--- config.mk ---
export PLATFORM = sky130hd
export DESIGN_NAME = sdbp_fmt_flat
export DESIGN_NICKNAME = d
export VERILOG_FILES = /design/src/hdl/sdbp_pkg.sv /design/src/hdl/sdbp_if.sv /design/src/hdl/sdbp_fmt.sv /design/src/flat_wrapper.sv
export SDC_FILE = /design/constraint.sdc
export NUM_CORES = 1
export LEC_CHECK = 0
export BUFFER_PORTS_ARGS = -buffer_cell sky130_fd_sc_hd__buf_2
export CAP_MARGIN = 20
export CORE_AREA = 2 2 118 120
export DETAILED_ROUTE_END_ITERATION = 10
export DIE_AREA = 0 0 120 122
export GPL_TIMING_DRIVEN = 0
export SLEW_MARGIN = 5
export SYNTH_ARGS = -nofsm -noshare
export SYNTH_HDL_FRONTEND = slang
export SYNTH_SLANG_ARGS = --single-unit
export TNS_END_PERCENT = 20
--- constraint.sdc ---
create_clock -name clk -period 6.1 [get_ports clk]
set_input_delay 0.61 -clock clk [delete_from_list [all_inputs] [get_ports clk]]
set_output_delay 0.61 -clock clk [all_outputs]
set_load 0.01 [all_outputs]
--- src/hdl/sdbp_pkg.sv ---
`timescale 1ns / 1ps
// ----------------------------------------------------------------------------
// sdbp_pkg
// Shared constants and types of the sparse delta block packer.
// ----------------------------------------------------------------------------
package sdbp_pkg;

  localparam int MAX_OPS     = 1024;
  localparam int BLOCK_SIZE  = 64;
  localparam int BLK_COUNT   = (MAX_OPS + BLOCK_SIZE - 1) / BLOCK_SIZE;
  localparam int LANES       = 8;
  localparam int ROWS        = MAX_OPS / LANES;
  localparam int ROW_W       = $clog2(ROWS);
  localparam int LANE_W      = $clog2(LANES);

  localparam logic REQ_PUSH = 1'b0;
  localparam logic REQ_READ = 1'b1;

  localparam logic [1:0] ST_OK   = 2'd0;
  localparam logic [1:0] ST_NONE = 2'd1;
  localparam logic [1:0] ST_DROP = 2'd2;

  // value width codes: width = 1 << code
  localparam logic [2:0] W1  = 3'd0;
  localparam logic [2:0] W2  = 3'd1;
  localparam logic [2:0] W4  = 3'd2;
  localparam logic [2:0] W8  = 3'd3;
  localparam logic [2:0] W16 = 3'd4;
  localparam logic [2:0] W32 = 3'd5;

  typedef struct packed {
    logic        valid;
    logic        is_val;
    logic [2:0]  wcode;
    logic [2:0]  lane;
    logic [1:0]  sub;
    logic [7:0]  lane_ok;
    logic [7:0]  data;
    logic        last;
    logic [1:0]  status;
  } meta_t;

endpackage

--- src/hdl/sdbp_if.sv ---


interface sdbp_out_if;
  logic       valid;
  logic       ready;
  logic [7:0] blob_byte;
  logic       byte_last;
  logic [1:0] status;
  modport source (output valid, blob_byte, byte_last, status, input ready);
  modport sink (input valid, blob_byte, byte_last, status, output ready);
endinterface


--- src/hdl/sdbp_fmt.sv ---
`timescale 1ns / 1ps
// ----------------------------------------------------------------------------
// sdbp_fmt
// Byte assembly from the value row and result register.
// ----------------------------------------------------------------------------
module sdbp_fmt (
  input  logic                               clk,
  input  logic                               rst_n,
  input  sdbp_pkg::meta_t                    meta,
  input  logic [sdbp_pkg::LANES-1:0][31:0]   rdata,
  output logic                               adv,
  sdbp_out_if.source                         out_if
);

  sdbp_pkg::meta_t meta_r;
  logic            out_v_r;
  logic [7:0]      byte_r;
  logic            last_r;
  logic [1:0]      status_r;
  logic [7:0]      vbyte;
  logic [2:0]      li;
  logic [31:0]     lw;

  assign adv = !out_v_r || out_if.ready;

  always_comb begin
    vbyte = '0;
    li    = '0;
    lw    = rdata[meta_r.lane];
    unique case (meta_r.wcode)
      sdbp_pkg::W1: begin
        for (int k = 0; k < 8; k++) begin
          vbyte[k] = rdata[k][0] & meta_r.lane_ok[k];
        end
      end
      sdbp_pkg::W2: begin
        for (int k = 0; k < 4; k++) begin
          li = {meta_r.sub[0], 2'(k)};
          vbyte[2*k +: 2] = meta_r.lane_ok[li] ? rdata[li][1:0] : 2'd0;
        end
      end
      sdbp_pkg::W4: begin
        for (int k = 0; k < 2; k++) begin
          li = {meta_r.sub, 1'(k)};
          vbyte[4*k +: 4] = meta_r.lane_ok[li] ? rdata[li][3:0] : 4'd0;
        end
      end
      sdbp_pkg::W8:  vbyte = lw[7:0];
      sdbp_pkg::W16: vbyte = lw[{meta_r.sub[0], 3'd0} +: 8];
      default:       vbyte = lw[{meta_r.sub, 3'd0} +: 8];
    endcase
  end

  always_ff @(posedge clk) begin
    if (!rst_n) begin
      meta_r.valid <= 1'b0;
      out_v_r      <= 1'b0;
    end else if (adv) begin
      meta_r  <= meta;
      out_v_r <= meta_r.valid;
    end
  end

  always_ff @(posedge clk) begin
    if (adv) begin
      byte_r   <= meta_r.is_val ? vbyte : meta_r.data;
      last_r   <= meta_r.last;
      status_r <= meta_r.status;
    end
  end

  assign out_if.valid     = out_v_r;
  assign out_if.blob_byte = byte_r;
  assign out_if.byte_last = last_r;
  assign out_if.status    = status_r;

endmodule

--- src/flat_wrapper.sv ---
// flat-port wrapper written by rule: the top's interface ports become plain ports
module sdbp_fmt_flat 
  (clk, rst_n, meta, rdata, adv, out_if_valid, out_if_blob_byte, out_if_byte_last, out_if_status, out_if_ready);
  sdbp_out_if out_if_i ();
  input  logic clk;
  input  logic rst_n;
  input  sdbp_pkg::meta_t meta;
  input  logic [sdbp_pkg::LANES-1:0][31:0] rdata;
  output logic adv;
  output wire logic [$bits(out_if_i.valid)-1:0] out_if_valid;
  output wire logic [$bits(out_if_i.blob_byte)-1:0] out_if_blob_byte;
  output wire logic [$bits(out_if_i.byte_last)-1:0] out_if_byte_last;
  output wire logic [$bits(out_if_i.status)-1:0] out_if_status;
  input wire logic [$bits(out_if_i.ready)-1:0] out_if_ready;
  assign out_if_valid = out_if_i.valid;
  assign out_if_blob_byte = out_if_i.blob_byte;
  assign out_if_byte_last = out_if_i.byte_last;
  assign out_if_status = out_if_i.status;
  assign out_if_i.ready = out_if_ready;
  sdbp_fmt u_core (.clk(clk), .rst_n(rst_n), .meta(meta), .rdata(rdata), .adv(adv), .out_if(out_if_i));
endmodule
==> results of run 1 <==
[final timing paths]
| kind | end | depth (start not counted) | slack [ps] |
|---|---|---|---|
| setup / recovery | u_core.out_if.blob_byte[1]$_DFFE_PN_ | 7 | 3170 |
| setup reg to reg | u_core.out_if.blob_byte[1]$_DFFE_PN_ | 7 | 3170 |
| hold / removal | u_core.out_if.status[1]$_DFFE_PN_ | 0 | 420 |
| hold reg to reg | u_core.out_if.status[1]$_DFFE_PN_ | 0 | 420 |
[metal layers]
metal	vias up	routed length, um	global-route usage [%]
met2	257	8918	43.61
met3	16	1458	4.635
met5	-	0	0
li1	1919	-	-
met1	2066	6897	28.74
met4	0	184	4.338
[layout make-up]
type                            count  area share [%]
Multi-Input combinational cell    227           45.11
Timing Repair Buffer              301           25.27
Sequential cell                    41           20.18
Tap cell                          180           3.752
Buffer                             28           3.127
Clock buffer                        5           2.085
Clock inverter                      3          0.4169
Inverter                            1         0.06254
[cell usage after synthesis (7+ instances only)]
library cell,instances
buf_2,14
edfxtp_1,39
a22oi_1,8
mux4_2,65
mux2i_1,19
o21ai_0,18
nand3_1,11
mux4_1,9
nor2_1,10
clkbuf_1,7
a221oi_1,8
nand2_1,21
[stage by stage]
| stage | utilization [%] | total power (uW) | instance area, um2 | hold WS (ps) | instances |
|---|---|---|---|---|---|
| detailed placement | 43.33 | 703.3 | 5852 | 417.6 | 778 |
| global route | 44.45 | 1021 | 6002 | 439.4 | 786 |
| finish | 44.45 | 974.0 | 6002 | 424.0 | 786 |
| global placement | 43.22 | 696.0 | 5837 | 402.6 | 777 |
| floorplan | - | 537.6 | 4110 | 400.3 | 297 |
| CTS | 44.45 | 983.8 | 6002 | 423.5 | 786 |
[flip-flops by register name, summed over array words and instances, names as in the netlist]
signal	flops
u_core.out_if.byte_last	1
u_core.out_if.status	2
u_core.out_if.blob_byte	8
u_core.out_if.valid	1
u_core.meta_r	29
[power by group]
part / internal, uW / leakage [uW] / total [uW] / switching [uW]
logic: 195 / 0.00217 / 348 / 153
registers: 334 / 0.000404 / 347 / 12.6
clock network: 155 / 0.0000708 / 279 / 124
[worst max-delay path, stage by stage, from the launching register on]
cell and delay, ps:
edfxtp_1 320, buf_2 220, buf_2 320, clkbuf_1 650, mux4_2 430, mux2i_1 260
o22ai_1 110, o32a_1 370
[logic make-up (layout without fill, tap and decap cells)]
family	after synthesis	after routing	share of synthesized area (%)
muxes	97	97	47.09
AOI/OAI and AO/OA	67	67	10.87
and+or+nand+nor	63	63	7.915
buffers and inverters	29	338	4.658
DFF	41	41	29.47
==> key figures, run 1 <==
Outcome
  • Outcome: complete, no violations

Global route
  • Number of global-route vias before repair: between 4,000 and 5,000
  • Total GRT Usage: 23.60%
  • Total congestion overflow: 0
  • Pin count of the biggest net entering global routing: 22
  • Initial antenna violation count: 0
  • First-pass GRT wire length: roughly 26 mm

STA
  • Crit path time final: 2929 ps
  • Clk_skew: 5.542 ps
  • Setup_tns: 0 ps
  • Worst rel slew slack: a little under half
  • RSZ-0062 raised after global routing: false
  • Final Worst Setup Slack: 3171 ps
  • Setup violations, final: 0
  • Max-slew violations: 0
  • Max Clk Rate: around 340 MHz
  • Final period utilization: between 40% and 50%
  • Hold violation count in the final report: 0
  • Actual slew at the worst max-slew pin: roughly 800 ps

Critical path
  • Critical path capture point type: register
  • Critical Path Fanout Max: 10
  • R2r startpoint: u_core.meta_r[23]$_DFFE_PP_
  • Critical Path Source Type: register
  • Crit path required time: 6130 ps
  • CP Data Arrival Time: 2960 ps
  • Worst Setup Path Type: reg2reg
  • Critical Path Start: u_core.meta_r[23]$_DFFE_PP_

Placement
  • Hpwl dp: around 15 mm
  • PortBufs: 300
  • DP Worst Slack: 3161 ps
  • Gpl congestion: a little over 0.9

Synthesis
  • Number of synthesized flops with an enable pin: 39
  • Avg Cell Area, Syn: about 14 um2
  • Synth area leader: mux4_2
  • Cell variety after synth: 38
  • Post-synth ARST share: 0%
  • Mapped Nets: around 600
  • Post-synth top area share: ~36%
  • Yosys Warn Count: 0
  • Seq/Total Area, Yosys: 29.47%
  • Area of the mapped netlist: between 0.004 and 0.005 mm2
  • #FFs+latches synth: just over 40
  • Cell count after synthesis: 297
  • Synth top area cells: mux4_2 36%, edfxtp_1 28%, mux4_1 5.8%
  • Top_reg_cell synth: edfxtp_1

Cells and area
  • Layout cells sized above 1: between 60% and 70%
  • N_diodes: 0
  • Most frequent cells in the layout: 314 x buf_2, 65 x mux4_2, 39 x edfxtp_1, 21 x nand2_1, 19 x mux2i_1
  • Reg area: ~0.0012 mm2
  • Area Overhead vs Synth: 46.03%
  • # nets final: 893
  • Layout filler cell count: between 1,000 and 1,500
  • Area of the multi-input gates: 0.002708 mm2
  • Commonest non-fill, non-tap cell in the layout: buf_2

Clocking
  • Worst-case clock buffer depth: 2
  • TritonCTS Buffers: 5
  • CTS Hold Bufs: 0
  • Root Driver: clkbuf_16
  • Clock sink count: 41
  • Clock-pin slew on the worst setup and hold paths: 70 ps
  • Post-cts resize count: 0
  • Clock latency on the worst-skew pair: around 290 ps
  • CTS tree: built
  • Post-CTS Setup Repair Bufs: 0
  • CTS H-tree lvls: 2

Floorplanning
  • Initial core utilization: 30.44%
  • Die footprint: 0.01464 mm2
  • IO Pins: roughly 300
  • Core Box Area: about 0.014 mm2
  • Die X: 120 um
  • Die Ht: between 100 and 150 um
  • # rows: 43

Hold path
  • Worst hold path type: reg2reg
  • Hold Startpoint: u_core.meta_r[1]$_DFFE_PP_

Route
  • Drt total wl: about 17 mm
  • Post-DRT Antenna Nets: 0
  • Iteration-0 DRC Markers: about 220
  • Routed len/inst: between 20 and 25 um
  • Via/cell ratio: between 5 and 6
  • Via count: about 4,300
  • Pre-antenna DRT Iters: 4
  • # DRC: 0

Pwr
  • Pwr dens: around 160 mW/mm2
  • Cell leakage power: approximately 0.0026 uW
  • Worst VDD drop: slightly above 0.0001 V

Job
  • Max Cap Viol: 0
(Power assumes the default switching activity.)
==> inputs of run 2 (changes only) <==
--- a/config.mk
+++ b/config.mk
@@ -7,10 +7,11 @@
 export LEC_CHECK = 0
 export BUFFER_PORTS_ARGS = -buffer_cell sky130_fd_sc_hd__buf_2
 export CAP_MARGIN = 20
-export CORE_AREA = 2 2 118 120
+export CORE_AREA = 2 2 117 119
 export DETAILED_ROUTE_END_ITERATION = 10
-export DIE_AREA = 0 0 120 122
+export DIE_AREA = 0 0 119 121
 export GPL_TIMING_DRIVEN = 0
+export PLACE_DENSITY = 0.67
 export SLEW_MARGIN = 5
 export SYNTH_ARGS = -nofsm -noshare
 export SYNTH_HDL_FRONTEND = slang
==> constraint.sdc (replaced) <==
create_clock -name clk -period 2.4 [get_ports clk]
set_input_delay 0.24 -clock clk [delete_from_list [all_inputs] [get_ports clk]]
set_output_delay 0.24 -clock clk [all_outputs]
set_load 0.01 [all_outputs]
==> run 2 against run 1 <==
Effect of this change:
- design area is 3.5% higher
- clock power increased by 140%
- combinational power increased to 2.7 times the previous value
- clock-buffer cell count is the same
- via count grew 4.2%
- die area shrank 1.6%
- global-route usage up 0.20 points
- first-iteration DRC count decreased by 24%
==> key figures, run 2 (synthesis results as in run 1) <==
Floorplanning
  • Die Ht: about 120 um
  • IO Pins: approximately 300
  • # rows: 42
  • Initial core utilization: between 30% and 40%
  • Die X: roughly 120 um
  • Core Box Area: between 0.01 and 0.015 mm2
  • Die footprint: around 0.014 mm2

Hold path
  • Hold Startpoint: meta[10]
  • WHS Path Cells: 1
  • Hold path endpoint: u_core.meta_r[10]$_DFFE_PP_
  • Worst hold path type: in2reg

Cells and area
  • Layout cells sized above 1: around 69%
  • Area Overhead vs Synth: 51.14%
  • Final core utilization: between 40% and 50%
  • Most frequent cells in the layout: 303 x buf_2, 65 x mux4_2, 39 x edfxtp_1, 20 x nand2_1, 18 x o21ai_0
  • Layout Cells excl Fill: roughly 790
  • # nets final: 899
  • Reg with most FFs: u_core.meta_r
  • Commonest non-fill, non-tap cell in the layout: buf_2
  • Max reg flops: 29

Pwr
  • Worst VDD drop: 0.0002944 V
  • Cell leakage power: ~0.0027 uW
  • Pwr dens: roughly 400 mW/mm2

Global route
  • Met2 GRT Util: around 43%
  • GR peak layer: met2
  • Pin count of the biggest net entering global routing: 18
  • GR Util met1: between 20% and 30%
  • Total GRT Usage: 23.80%
  • Met3 usage: around 5.1%
  • Initial antenna violation count: 1
  • Total congestion overflow: 0
  • Number of global-route vias before repair: roughly 4,600
  • First-pass GRT wire length: 25.54 mm

Route
  • Routed len/inst: roughly 22 um
  • Pre-antenna DRT Iters: 5
  • Drt total wl: about 17 mm
  • Via count: about 4,400
  • Via/cell ratio: 5.624
  • # DRC: 0
  • Iteration-0 DRC Markers: 165
  • Post-DRT Antenna Nets: 0

STA
  • Hold violation count in the final report: 0
  • Setup violations, final: 0
  • Max Clk Rate: 433.3 MHz
  • Max-slew violations: 0
  • Actual slew at the worst max-slew pin: 789.5 ps
  • Crit path time final: around 2300 ps
  • Worst rel slew slack: 47.37%
  • Clk_skew: slightly below 6 ps
  • RSZ-0062 raised after global routing: true
  • Final period utilization: 96.17%

Placement
  • Hpwl dp: 14.80 mm
  • DP Cell Count: roughly 770
  • PortBufs: 300
  • Gpl congestion: about 0.96

Critical path
  • CP peak stage delay: about 560 ps
  • Buffers and inverters on the worst path: 3
  • Reg2reg end: u_core.out_if.blob_byte[1]$_DFFE_PN_
  • Crit path max-delay family: multiplexers
  • Critical path capture point type: register
  • Worst reg-to-reg setup slack: just over 90 ps
  • Crit-path cells: buf_8 > buf_12 > buf_12 > mux4_2 > mux2i_4 > o22ai_1 > o32a_1
  • Worst Setup Path Type: reg2reg
  • Crit path required time: approximately 2400 ps
  • Most used cell, CP: buf_12
  • Critical Path Fanout Max: 10
  • R2r startpoint: u_core.meta_r[22]$_DFFE_PP_
  • R2R cell count: 7
  • Slowest CP cell: mux4_2
  • Critical Path Source Type: register
  • CP Data Arrival Time: between 2000 and 2500 ps

Clocking
  • Worst-case clock buffer depth: 2
  • CTS tree: built
  • CTS Hold Bufs: 0
  • Clock sink count: just over 40
  • Clock latency on the worst-skew pair: around 280 ps
  • CTS H-tree lvls: 2
  • TritonCTS Buffers: 5
  • Clock-pin slew on the worst setup and hold paths: around 70 ps
  • Root Driver: clkbuf_16

Outcome
  • Outcome: complete, no violations

Job
  • Max Cap Viol: 0
[run 2: cell count changes in the layout (fill, tap and decap cells not counted), sizes merged]
cell         delta
buf             +4
clkbuf          +3
diode           +1
dlygate4sd1     -1
[run 2: how the worst max path moves through the flow]
stage | from | end | slack [ps] | cells after the start
final | u_core.meta_r[22]$_DFFE_PP_ | u_core.out_if.blob_byte[1]$_DFFE_PN_ | 90 | 7
after global routing | u_core.meta_r[22]$_DFFE_PP_ | u_core.out_if.blob_byte[6]$_DFFE_PN_ | -20 | 7
after CTS | u_core.meta_r[20]$_DFFE_PP_ | u_core.out_if.blob_byte[2]$_DFFE_PN_ | 2 | 5
after detailed placement | u_core.meta_r[23]$_DFFE_PP_ | u_core.out_if.blob_byte[1]$_DFFE_PN_ | -480 | 7
after global placement | u_core.meta_r[23]$_DFFE_PP_ | u_core.out_if.blob_byte[1]$_DFFE_PN_ | -470 | 7
after floorplan | u_core.meta_r[21]$_DFFE_PP_ | u_core.out_if.blob_byte[1]$_DFFE_PN_ | 180 | 6
[run 2: power breakdown]
group / internal, uW / switching [uW] / total, uW
Clock: 393 / 290 / 682
Combinational: 531 / 406 / 937
Sequential: 849 / 27.4 / 877
Total: 1770 / 723 / 2500
[run 2: cell type report]
class,instances,area (um2)
fill,1241,6873
multi-input combinational,227,2801
timing repair buffer,307,1574
sequential,41,1211
buffer,28,249.0
tap,176,220.2
clock buffer,5,125.1
clock inverter,3,25.02
inverter,1,3.754
antenna,1,2.502
[run 2: routing by layer]
metal  vias to the layer above  part of all wire (%)
li1                       1935                     -
met1                      2177                    37
met2                       295                    52
met3                        28                   8.8
met4                         2                   2.0
met5                         -                 0.081
[run 2: through the flow]
step | area, um2 | setup TNS (ps) | power (uW) | hold slack, ps | worst slack, ps
after global routing | 6210 | -38.77 | 2620 | 116.6 | -24.30
after floorplan | 4110 | 0 | 1366 | 338.9 | 181.1
after global placement | 5832 | -4242 | 1756 | 400.4 | -472.0
after CTS | 6081 | 0 | 2482 | 122.1 | 1.617
final | 6212 | 0 | 2496 | 128.6 | 92.02
after detailed placement | 5859 | -2373 | 1781 | 411.5 | -482.1
[run 2: timing repair]
| item | CTS | global route |
|---|---|---|
| gates resized for setup | 23 | 22 |
| endpoints found under the hold margin | 0 | 0 |
| pin swaps | 0 | 1 |
| setup buffers | 0 | 6 |
| cloned | 0 | 0 |
| endpoints found under the setup margin | 8 | 8 |
