===== src/hdl/sdbp_pkg.sv =====
`timescale 1ns / 1ps
// ----------------------------------------------------------------------------
// sdbp_pkg
// Shared constants and types of the sparse delta block packer.
// ----------------------------------------------------------------------------
package sdbp_pkg;

  localparam int MAX_OPS     = 1024;
  localparam int BLOCK_SIZE  = 64;
  localparam int BLK_COUNT   = (MAX_OPS + BLOCK_SIZE - 1) / BLOCK_SIZE;
  localparam int LANES       = 8;
  localparam int ROWS        = MAX_OPS / LANES;
  localparam int ROW_W       = $clog2(ROWS);
  localparam int LANE_W      = $clog2(LANES);

  localparam logic REQ_PUSH = 1'b0;
  localparam logic REQ_READ = 1'b1;

  localparam logic [1:0] ST_OK   = 2'd0;
  localparam logic [1:0] ST_NONE = 2'd1;
  localparam logic [1:0] ST_DROP = 2'd2;

  // value width codes: width = 1 << code
  localparam logic [2:0] W1  = 3'd0;
  localparam logic [2:0] W2  = 3'd1;
  localparam logic [2:0] W4  = 3'd2;
  localparam logic [2:0] W8  = 3'd3;
  localparam logic [2:0] W16 = 3'd4;
  localparam logic [2:0] W32 = 3'd5;

  typedef struct packed {
    logic        valid;
    logic        is_val;
    logic [2:0]  wcode;
    logic [2:0]  lane;
    logic [1:0]  sub;
    logic [7:0]  lane_ok;
    logic [7:0]  data;
    logic        last;
    logic [1:0]  status;
  } meta_t;

endpackage


===== src/hdl/sdbp_if.sv =====
`timescale 1ns / 1ps
// ----------------------------------------------------------------------------
// sdbp_if
// Request, result and configuration channels of the packer.
// ----------------------------------------------------------------------------
interface sdbp_in_if;
  logic        valid;
  logic        ready;
  logic        req_type;
  logic [30:0] cost;
  logic [30:0] baseline_cost;
  logic        last_op;
  modport source (output valid, req_type, cost, baseline_cost, last_op, input ready);
  modport sink (input valid, req_type, cost, baseline_cost, last_op, output ready);
endinterface


interface sdbp_cfg_if;
  logic        valid;
  logic        ready;
  logic [30:0] data;
  modport source (output valid, data, input ready);
  modport sink (input valid, data, output ready);
endinterface


===== src/hdl/sdbp_ctrl.sv =====
`timescale 1ns / 1ps
// ----------------------------------------------------------------------------
// sdbp_ctrl
// Request register, vector state, block closing and blob address decode.
// ----------------------------------------------------------------------------
module sdbp_ctrl (
  input  logic                              clk,
  input  logic                              rst_n,
  input  logic                              adv,
  sdbp_in_if.sink                           in_if,
  sdbp_cfg_if.sink                          cfg_if,
  output logic                              mem_we,
  output logic [sdbp_pkg::ROW_W-1:0]        mem_waddr,
  output logic [sdbp_pkg::LANE_W-1:0]       mem_wlane,
  output logic [31:0]                       mem_wdata,
  output logic [sdbp_pkg::ROW_W-1:0]        mem_raddr,
  output sdbp_pkg::meta_t                   meta
);

  typedef enum logic [1:0] {PH_LOAD, PH_READY, PH_DONE} phase_t;

  phase_t      phase_r, phase_nxt;
  logic        s1_v_r;
  logic        s1_req_r;
  logic [30:0] s1_cost_r;
  logic [30:0] s1_base_r;
  logic        s1_last_r;
  logic [30:0] inf_r;
  logic [10:0] opc_r, opc_nxt;
  logic [10:0] dvc_r, dvc_nxt;
  logic [4:0]  dbc_r, dbc_nxt;
  logic [15:0] map_r, map_nxt;
  logic [63:0] cmask_r, cmask_nxt;
  logic [31:0] max_r, max_nxt;
  logic [12:0] rp_r, rp_nxt;
  logic        drop_r, drop_nxt;
  logic [63:0] mstore_r [sdbp_pkg::BLK_COUNT];
  logic        mstore_we;

  logic        go;
  logic [10:0] opc_e, dvc_e;
  logic [4:0]  dbc_e;
  logic [15:0] map_e;
  logic [63:0] cmask_e, mask_n;
  logic [31:0] max_e, val;
  logic        drop_e, diff, closing;
  logic [5:0]  bitlen;
  logic [2:0]  wcode;
  logic [4:0]  blocks;
  logic [1:0]  bm;
  logic [2:0]  mo;
  logic [7:0]  vo;
  logic [12:0] vb, total, q, qm;
  logic [6:0]  row;
  logic [9:0]  gidx;

  function automatic logic [12:0] clr_rp(phase_t ph, logic [12:0] rp);
    return (ph != PH_LOAD) ? 13'd0 : rp;
  endfunction

  assign in_if.ready  = adv;
  assign cfg_if.ready = 1'b1;
  assign go = s1_v_r && adv;

  always_comb begin
    bitlen = '0;
    for (int i = 0; i < 32; i++) begin
      if (max_r[i]) bitlen = 6'(i + 1);
    end
    if (bitlen <= 6'd1)       wcode = sdbp_pkg::W1;
    else if (bitlen == 6'd2)  wcode = sdbp_pkg::W2;
    else if (bitlen <= 6'd4)  wcode = sdbp_pkg::W4;
    else if (bitlen <= 6'd8)  wcode = sdbp_pkg::W8;
    else if (bitlen <= 6'd16) wcode = sdbp_pkg::W16;
    else                      wcode = sdbp_pkg::W32;
  end

  always_comb begin
    blocks = 5'((opc_r + 11'd63) >> 6);
    bm     = 2'((blocks + 5'd7) >> 3);
    mo     = 3'd1 + {1'b0, bm};
    vo     = {5'd0, mo} + {dbc_r, 3'd0};
    unique case (wcode)
      sdbp_pkg::W1:  vb = 13'((dvc_r + 11'd7) >> 3);
      sdbp_pkg::W2:  vb = 13'((dvc_r + 11'd3) >> 2);
      sdbp_pkg::W4:  vb = 13'((dvc_r + 11'd1) >> 1);
      sdbp_pkg::W8:  vb = {2'd0, dvc_r};
      sdbp_pkg::W16: vb = {1'b0, dvc_r, 1'b0};
      default:       vb = {dvc_r, 2'd0};
    endcase
    total = {5'd0, vo} + vb;
    q     = rp_r - {5'd0, vo};
    qm    = rp_r - {10'd0, mo};
    unique case (wcode)
      sdbp_pkg::W1:  row = q[6:0];
      sdbp_pkg::W2:  row = q[7:1];
      sdbp_pkg::W4:  row = q[8:2];
      sdbp_pkg::W8:  row = q[9:3];
      sdbp_pkg::W16: row = q[10:4];
      default:       row = q[11:5];
    endcase
  end

  always_comb begin
    clr_check: begin
      logic clr;
      clr     = (phase_r != PH_LOAD);
      opc_e   = clr ? '0 : opc_r;
      dvc_e   = clr ? '0 : dvc_r;
      dbc_e   = clr ? '0 : dbc_r;
      map_e   = clr ? '0 : map_r;
      cmask_e = clr ? '0 : cmask_r;
      max_e   = clr ? '0 : max_r;
      drop_e  = clr ? 1'b0 : drop_r;
    end
    diff    = (s1_cost_r != s1_base_r);
    val     = (s1_cost_r == inf_r) ? 32'd0 : {1'b0, s1_cost_r} + 32'd1;
    mask_n  = cmask_e | ({63'd0, diff} << opc_e[5:0]);
    closing = (opc_e[5:0] == 6'd63) || (opc_e == 11'(sdbp_pkg::MAX_OPS - 1)) || s1_last_r;
  end

  always_comb begin
    phase_nxt = phase_r;
    opc_nxt   = opc_r;
    dvc_nxt   = dvc_r;
    dbc_nxt   = dbc_r;
    map_nxt   = map_r;
    cmask_nxt = cmask_r;
    max_nxt   = max_r;
    rp_nxt    = rp_r;
    drop_nxt  = drop_r;
    mem_we    = 1'b0;
    mstore_we = 1'b0;
    mem_waddr = dvc_e[9:3];
    mem_wlane = dvc_e[2:0];
    mem_wdata = val;
    mem_raddr = row;
    gidx      = '0;
    meta      = '0;
    meta.wcode = wcode;
    if (go && s1_req_r == sdbp_pkg::REQ_PUSH) begin
      phase_nxt = PH_LOAD;
      opc_nxt   = opc_e;
      dvc_nxt   = dvc_e;
      dbc_nxt   = dbc_e;
      map_nxt   = map_e;
      cmask_nxt = cmask_e;
      max_nxt   = max_e;
      drop_nxt  = drop_e;
      rp_nxt    = clr_rp(phase_r, rp_r);
      if (opc_e >= 11'(sdbp_pkg::MAX_OPS)) begin
        drop_nxt = 1'b1;
      end else begin
        if (diff) begin
          mem_we  = 1'b1;
          dvc_nxt = dvc_e + 11'd1;
          if (val > max_e) max_nxt = val;
        end
        cmask_nxt = mask_n;
        opc_nxt   = opc_e + 11'd1;
        if (closing) begin
          if (mask_n != '0 && dbc_e < 5'(sdbp_pkg::BLK_COUNT)) begin
            map_nxt[opc_e[9:6]] = 1'b1;
            mstore_we = 1'b1;
            dbc_nxt   = dbc_e + 5'd1;
          end
          cmask_nxt = '0;
        end
      end
      if (s1_last_r) begin
        phase_nxt = PH_READY;
        rp_nxt    = '0;
      end
    end else if (go) begin
      meta.valid = 1'b1;
      if (phase_r != PH_READY) begin
        meta.status = sdbp_pkg::ST_NONE;
      end else begin
        meta.status = drop_r ? sdbp_pkg::ST_DROP : sdbp_pkg::ST_OK;
        meta.last   = ({1'b0, rp_r} + 14'd1) >= {1'b0, total};
        rp_nxt      = rp_r + 13'd1;
        if (meta.last) phase_nxt = PH_DONE;
        if (rp_r == '0) begin
          meta.data = 8'd1 << wcode;
        end else if (rp_r < {10'd0, mo}) begin
          meta.data = rp_r[0] ? map_r[7:0] : map_r[15:8];
        end else if (rp_r < {5'd0, vo}) begin
          meta.data = mstore_r[qm[6:3]][{qm[2:0], 3'd0} +: 8];
        end else begin
          meta.is_val = 1'b1;
          for (int k = 0; k < 8; k++) begin
            gidx = {row, 3'(k)};
            meta.lane_ok[k] = ({1'b0, gidx} < dvc_r);
          end
          unique case (wcode)
            sdbp_pkg::W1:  meta.sub = 2'd0;
            sdbp_pkg::W2:  meta.sub = {1'b0, q[0]};
            sdbp_pkg::W4:  meta.sub = q[1:0];
            sdbp_pkg::W8:  meta.sub = 2'd0;
            sdbp_pkg::W16: meta.sub = {1'b0, q[0]};
            default:       meta.sub = q[1:0];
          endcase
          unique case (wcode)
            sdbp_pkg::W8:  meta.lane = q[2:0];
            sdbp_pkg::W16: meta.lane = q[3:1];
            sdbp_pkg::W32: meta.lane = q[4:2];
            default:       meta.lane = 3'd0;
          endcase
        end
      end
    end
  end

  always_ff @(posedge clk) begin
    if (!rst_n) begin
      s1_v_r  <= 1'b0;
      phase_r <= PH_LOAD;
      inf_r   <= 31'h7FFF_FFFF;
      opc_r   <= '0;
      dvc_r   <= '0;
      dbc_r   <= '0;
      map_r   <= '0;
      cmask_r <= '0;
      max_r   <= '0;
      rp_r    <= '0;
      drop_r  <= 1'b0;
    end else begin
      if (adv) s1_v_r <= in_if.valid;
      if (cfg_if.valid) inf_r <= cfg_if.data;
      phase_r <= phase_nxt;
      opc_r   <= opc_nxt;
      dvc_r   <= dvc_nxt;
      dbc_r   <= dbc_nxt;
      map_r   <= map_nxt;
      cmask_r <= cmask_nxt;
      max_r   <= max_nxt;
      rp_r    <= rp_nxt;
      drop_r  <= drop_nxt;
    end
  end

  always_ff @(posedge clk) begin
    if (adv && in_if.valid) begin
      s1_req_r  <= in_if.req_type;
      s1_cost_r <= in_if.cost;
      s1_base_r <= in_if.baseline_cost;
      s1_last_r <= in_if.last_op;
    end
    if (mstore_we) begin
      mstore_r[dbc_e[3:0]] <= mask_n;
    end
  end

endmodule


===== src/flat_wrapper.sv =====
// flat-port wrapper written by rule: the top's interface ports become plain ports
module sdbp_ctrl_flat 
  (clk, rst_n, adv, mem_we, mem_waddr, mem_wlane, mem_wdata, mem_raddr, meta, in_if_valid, in_if_req_type, in_if_cost, in_if_baseline_cost, in_if_last_op, in_if_ready, cfg_if_valid, cfg_if_data, cfg_if_ready);
  sdbp_in_if in_if_i ();
  sdbp_cfg_if cfg_if_i ();
  input  logic clk;
  input  logic rst_n;
  input  logic adv;
  output logic mem_we;
  output logic [sdbp_pkg::ROW_W-1:0] mem_waddr;
  output logic [sdbp_pkg::LANE_W-1:0] mem_wlane;
  output logic [31:0] mem_wdata;
  output logic [sdbp_pkg::ROW_W-1:0] mem_raddr;
  output sdbp_pkg::meta_t meta;
  input wire logic [$bits(in_if_i.valid)-1:0] in_if_valid;
  input wire logic [$bits(in_if_i.req_type)-1:0] in_if_req_type;
  input wire logic [$bits(in_if_i.cost)-1:0] in_if_cost;
  input wire logic [$bits(in_if_i.baseline_cost)-1:0] in_if_baseline_cost;
  input wire logic [$bits(in_if_i.last_op)-1:0] in_if_last_op;
  output wire logic [$bits(in_if_i.ready)-1:0] in_if_ready;
  input wire logic [$bits(cfg_if_i.valid)-1:0] cfg_if_valid;
  input wire logic [$bits(cfg_if_i.data)-1:0] cfg_if_data;
  output wire logic [$bits(cfg_if_i.ready)-1:0] cfg_if_ready;
  assign in_if_i.valid = in_if_valid;
  assign in_if_i.req_type = in_if_req_type;
  assign in_if_i.cost = in_if_cost;
  assign in_if_i.baseline_cost = in_if_baseline_cost;
  assign in_if_i.last_op = in_if_last_op;
  assign in_if_ready = in_if_i.ready;
  assign cfg_if_i.valid = cfg_if_valid;
  assign cfg_if_i.data = cfg_if_data;
  assign cfg_if_ready = cfg_if_i.ready;
  sdbp_ctrl u_core (.clk(clk), .rst_n(rst_n), .adv(adv), .in_if(in_if_i), .cfg_if(cfg_if_i), .mem_we(mem_we), .mem_waddr(mem_waddr), .mem_wlane(mem_wlane), .mem_wdata(mem_wdata), .mem_raddr(mem_raddr), .meta(meta));
endmodule

===== config.mk =====
export PLATFORM = sky130hd
export DESIGN_NAME = sdbp_ctrl_flat
export DESIGN_NICKNAME = d
export VERILOG_FILES = /design/src/hdl/sdbp_pkg.sv /design/src/hdl/sdbp_if.sv /design/src/hdl/sdbp_ctrl.sv /design/src/flat_wrapper.sv
export SDC_FILE = /design/constraint.sdc
export NUM_CORES = 2
export LEC_CHECK = 0
export BUFFER_PORTS_ARGS = -buffer_cell sky130_fd_sc_hd__buf_4
export CAP_MARGIN = 20
export CELL_PAD_IN_SITES_DETAIL_PLACEMENT = 1
export CELL_PAD_IN_SITES_GLOBAL_PLACEMENT = 2
export CORE_ASPECT_RATIO = 1.1
export CORE_MARGIN = 3
export CORE_UTILIZATION = 40
export CTS_CLUSTER_SIZE = 16
export DETAILED_ROUTE_END_ITERATION = 12
export PLACE_DENSITY_LB_ADDON = 0.2
export REMOVE_ABC_BUFFERS = 1
export SLEW_MARGIN = 20
export SYNTH_ARGS = -nofsm -noshare
export SYNTH_HDL_FRONTEND = slang
export SYNTH_SLANG_ARGS = --single-unit

===== constraint.sdc =====
create_clock -name clk -period 5.2 [get_ports clk]
set_clock_uncertainty 0.1 [all_clocks]
set_input_delay 0 -clock clk [delete_from_list [all_inputs] [get_ports clk]]
set_output_delay 0 -clock clk [all_outputs]
set_load 0.01 [all_outputs]

==> run summary <==
The tools report the worst vdd rail ir drop as 365.3 uV. The slew at the pin closest to its max-slew limit works out to 1085 ps. The number of synthesized flops with an enable pin was 1088. The total congestion overflow is 0.

The largest single stage delay on the critical path is 530 ps. The number of detailed-routing iterations run before antenna repair came out at 5. For the via count of the first global-routing pass, the log shows 44320. Detailed placement finished with a half-perimeter wire length of 135900 um. Static timing analysis puts the maximum clock frequency at 166.0 MHz. The max-cap check violation count was 0; the number of nets in the layout was 5475. The worst setup path is captured at an output pin. The finished cells cover 75280 um^2.

The die boundary height came out at 403.0 um. The clock passes through at most 3 buffers. The placed instances occupy a cell area of 64810 um^2. After detailed routing, the average wire length per cell comes to 29.20 um. Synthesis inferred 1275 register bits. The family with the most delay on the worst path is simple AND/OR/NAND/NOR gates. The commonest cells after synthesis are edfxtp_1, nand2_1, nor2_1.

TritonCTS built the clock tree. Cell repeated most along the worst path: buf_4. For the worst setup path, the data required time is 5100 ps.

At the worst endpoint, the arrival time is 5920 ps. The run gives 138 as the clock buffer count from CTS. The worst setup margin was -823.9 ps. The logs give 181 for the I/O pin count and 27.52 nW for the static leakage.

The number of different library cells used by synthesis comes to 113. Number of antenna violations at the first check in global routing: 4. The routed design has 213800 um of wire. By area the synthesized netlist is led by edfxtp_1, dfxtp_1, mux4_2.

The critical path is of the flip-flop to output pin type. Setup repair after global routing could not meet its margin everywhere. The clock transition at the registers of the reported paths was 70 ps; the number of design rule violations left after detail routing was 0.

The tools report the number of pins with negative max-slew slack in the final report as 0. The number of I/O port buffers is 179. The flow ran to the end, but the final reports show violations. The H-tree was split into 4 levels.

Setup violations remaining at the end of the flow were counted as 19. X dimension of the die: 366.9 um. The startpoint identified for the worst register-to-register timing path is u_core.max_r[12].

The register area share after synthesis was 63.55%; the count of buffer and inverter cells on the critical path was 11. STA classifies the critical path startpoint as a flip-flop. The logs give 0 for the count of synthesis-stage warnings from yosys and 20990 um^2 for the area of the multi-input gates. Once detail routing completed, the nets flagged for antenna violations numbered 0. The area growth from synthesis to layout is 31.37%. The later pin in the worst-skew pair is clocked with a latency of 800 ps.

Entering global routing, the biggest net connects 78 pins. For the final routed database, the setup TNS stands at -8080 ps. For this design, the sink count on the clock tree is 1275. The initial core utilization is 40.29%, and the overall track demand over capacity in global routing is 28.26%. Counting I/O delays and the setup requirement, the final critical path takes 6024 ps.

The number of vias in the routed layout is 42400. The cell with the largest stage delay on the worst path is or4_4. The average instance in the mapped netlist occupies 13.34 um^2. The worst hold path begins at in_if_valid. After synthesis, the largest area contributor takes up 57.01% of total cell area. The worst pin sits at a relative slew slack of 27.39%.

The flip-flop cell with the highest count after synthesis was edfxtp_1. Worst slack at placement: -886.9 ps. In this run the core area contains 145 standard-cell rows. The run gives 0 as the final count of hold timing violations. The cell area power density is 306.1 nW/um^2.

The congestion estimate from routability-driven global placement came to 0.8748. Among all cell types in the netlist, the one instantiated most often is edfxtp_1. The floorplan step defined a die boundary enclosing 147800 um^2. Clock tree synthesis selected as its root buffer the cell clkbuf_16.

The first-pass GRT wire length was 308300 um; the netlist area before placement was 57300 um^2. Of all nets on the critical path, the largest fanout is 4. The core region is 142200 um^2. Of all cell types, the one taking the most synthesized area is edfxtp_1.

The detailed router finished its first iteration with 3901 violations. The checks that failed: setup timing. The class of the tightest hold or removal check was input pin to flip-flop. The fraction of layout instances using a drive strength above 1 is 29.39%, and the share of the cycle needed by the critical path after routing is 115.8%.

Dividing the detail-routed via count by the number of cells gives 5.792. The fraction of synthesis flops using an asynchronous set or reset pin was 0%; the number of instances in the synthesized netlist was 4295. Summing all flip-flop and latch instances after layout gives 36430 um^2. The layout filler cell count came out at 14140.

In this run the worst setup path begins at u_core.max_r[12].
==> registers in the layout (all words and copies together), names as in the netlist, 2 cells and up <==
name              flops
u_core.map_r         16
u_core.dvc_r         11
u_core.inf_r         31
u_core.s1_cost_r     31
u_core.dbc_r          5
u_core.phase_r        2
u_core.mstore_r    1024
u_core.cmask_r       64
u_core.opc_r         11
u_core.max_r         32
u_core.rp_r          13
u_core.s1_base_r     31
==> final timing paths <==
path	slack [ps]	depth (start not counted)	end
max	-820	26	meta[2]
min	130	3	u_core.s1_req_r
max reg2reg	-370	27	u_core.phase_r[0]
min reg2reg	350	2	u_core.map_r[15]
==> per-stage QoR <==
| step | hold WS (ps) | instances | power (mW) | utilization, % |
|---|---|---|---|---|
| after floorplan | -100.0 | 4011 | 11.97 | - |
| after global placement | 78.04 | 6677 | 12.79 | 45.56 |
| after detailed placement | 79.26 | 6677 | 12.81 | 45.57 |
| after CTS | 36.06 | 7264 | 22.99 | 51.79 |
| after global routing | 91.82 | 7319 | 23.75 | 52.92 |
| final | 128.2 | 7321 | 23.05 | 52.93 |
==> routing by layer <==
| metal | vias up | GRT usage (%) | part of all wire, % |
|---|---|---|---|
| met5 | - | 0 | 0 |
| met4 | 0 | 10.86 | 4.1 |
| met3 | 385 | 4.588 | 6.1 |
| met2 | 1558 | 48.72 | 50 |
| met1 | 21980 | 35.75 | 40 |
| li1 | 18480 | - | - |
==> worst reg2reg max path: cells and delay by family, from the launching register on <==
family	cells	cell delay (ps)
buf+inv	12	1580
xor+xnor	1	130
simple gates	5	1320
compound gates	8	1730
flops	1	350
fa+ha+maj	1	300
==> placed cells by master (no fill, tap or decap), types with 67 or more instances in the layout <==
| cell type | netlist | final |
|---|---|---|
| dlygate4sd3_1 | 0 | 252 |
| nor2b_1 | 88 | 84 |
| dfxtp_1 | 187 | 176 |
| buf_4 | 25 | 725 |
| nor2_1 | 247 | 223 |
| a22oi_1 | 86 | 85 |
| clkbuf_16 | 0 | 151 |
| mux4_2 | 148 | 149 |
| ha_1 | 82 | 73 |
| nand3_1 | 165 | 140 |
| mux2i_1 | 70 | 67 |
| edfxtp_1 | 1088 | 1088 |
| xor2_1 | 84 | 82 |
| o21ai_0 | 119 | 81 |
| nand2_1 | 532 | 520 |
| buf_12 | 6 | 84 |
==> what timing repair did <==
| item | in CTS | in global routing |
|---|---|---|
| pin swaps | 87 | 153 |
| buffers inserted | 76 | 69 |
| resized for setup | 260 | 214 |
| cloned | 5 | 8 |
| endpoints found under the hold margin | 148 | 0 |
| endpoints found under the setup margin | 34 | 60 |
| hold buffers | 252 | 0 |
==> cell type report <==
type                            instances  share of cell area, %
Clock buffer                          179                  4.933
Inverter                               56                 0.2942
Timing Repair Buffer                 1139                  14.30
Multi-Input combinational cell       2681                  27.88
Clock inverter                         77                  1.014
Sequential cell                      1275                  48.40
Tap cell                             1911                  3.176
Antenna cell                            3               0.009972
==> cell families after synthesis <==
family | share of synthesized area (%)
other | 0.006544
AO/OA/AOI/OAI | 8.956
flip-flops | 63.55
multiplexers | 7.452
adder cells (fa/ha/maj) | 1.860
XOR/XNOR | 2.323
AND/OR/NAND/NOR | 12.76
buffers and inverters | 3.100
==> where the power goes <==
part / leakage (nW) / total (mW) / internal (mW) / switching (mW)
sequential: 12.3 / 11.1 / 11.0 / 0.0701
combinational: 13.0 / 2.09 / 1.02 / 1.07
clock: 2.19 / 9.89 / 5.60 / 4.28
Power figures use the tool's default switching activity.
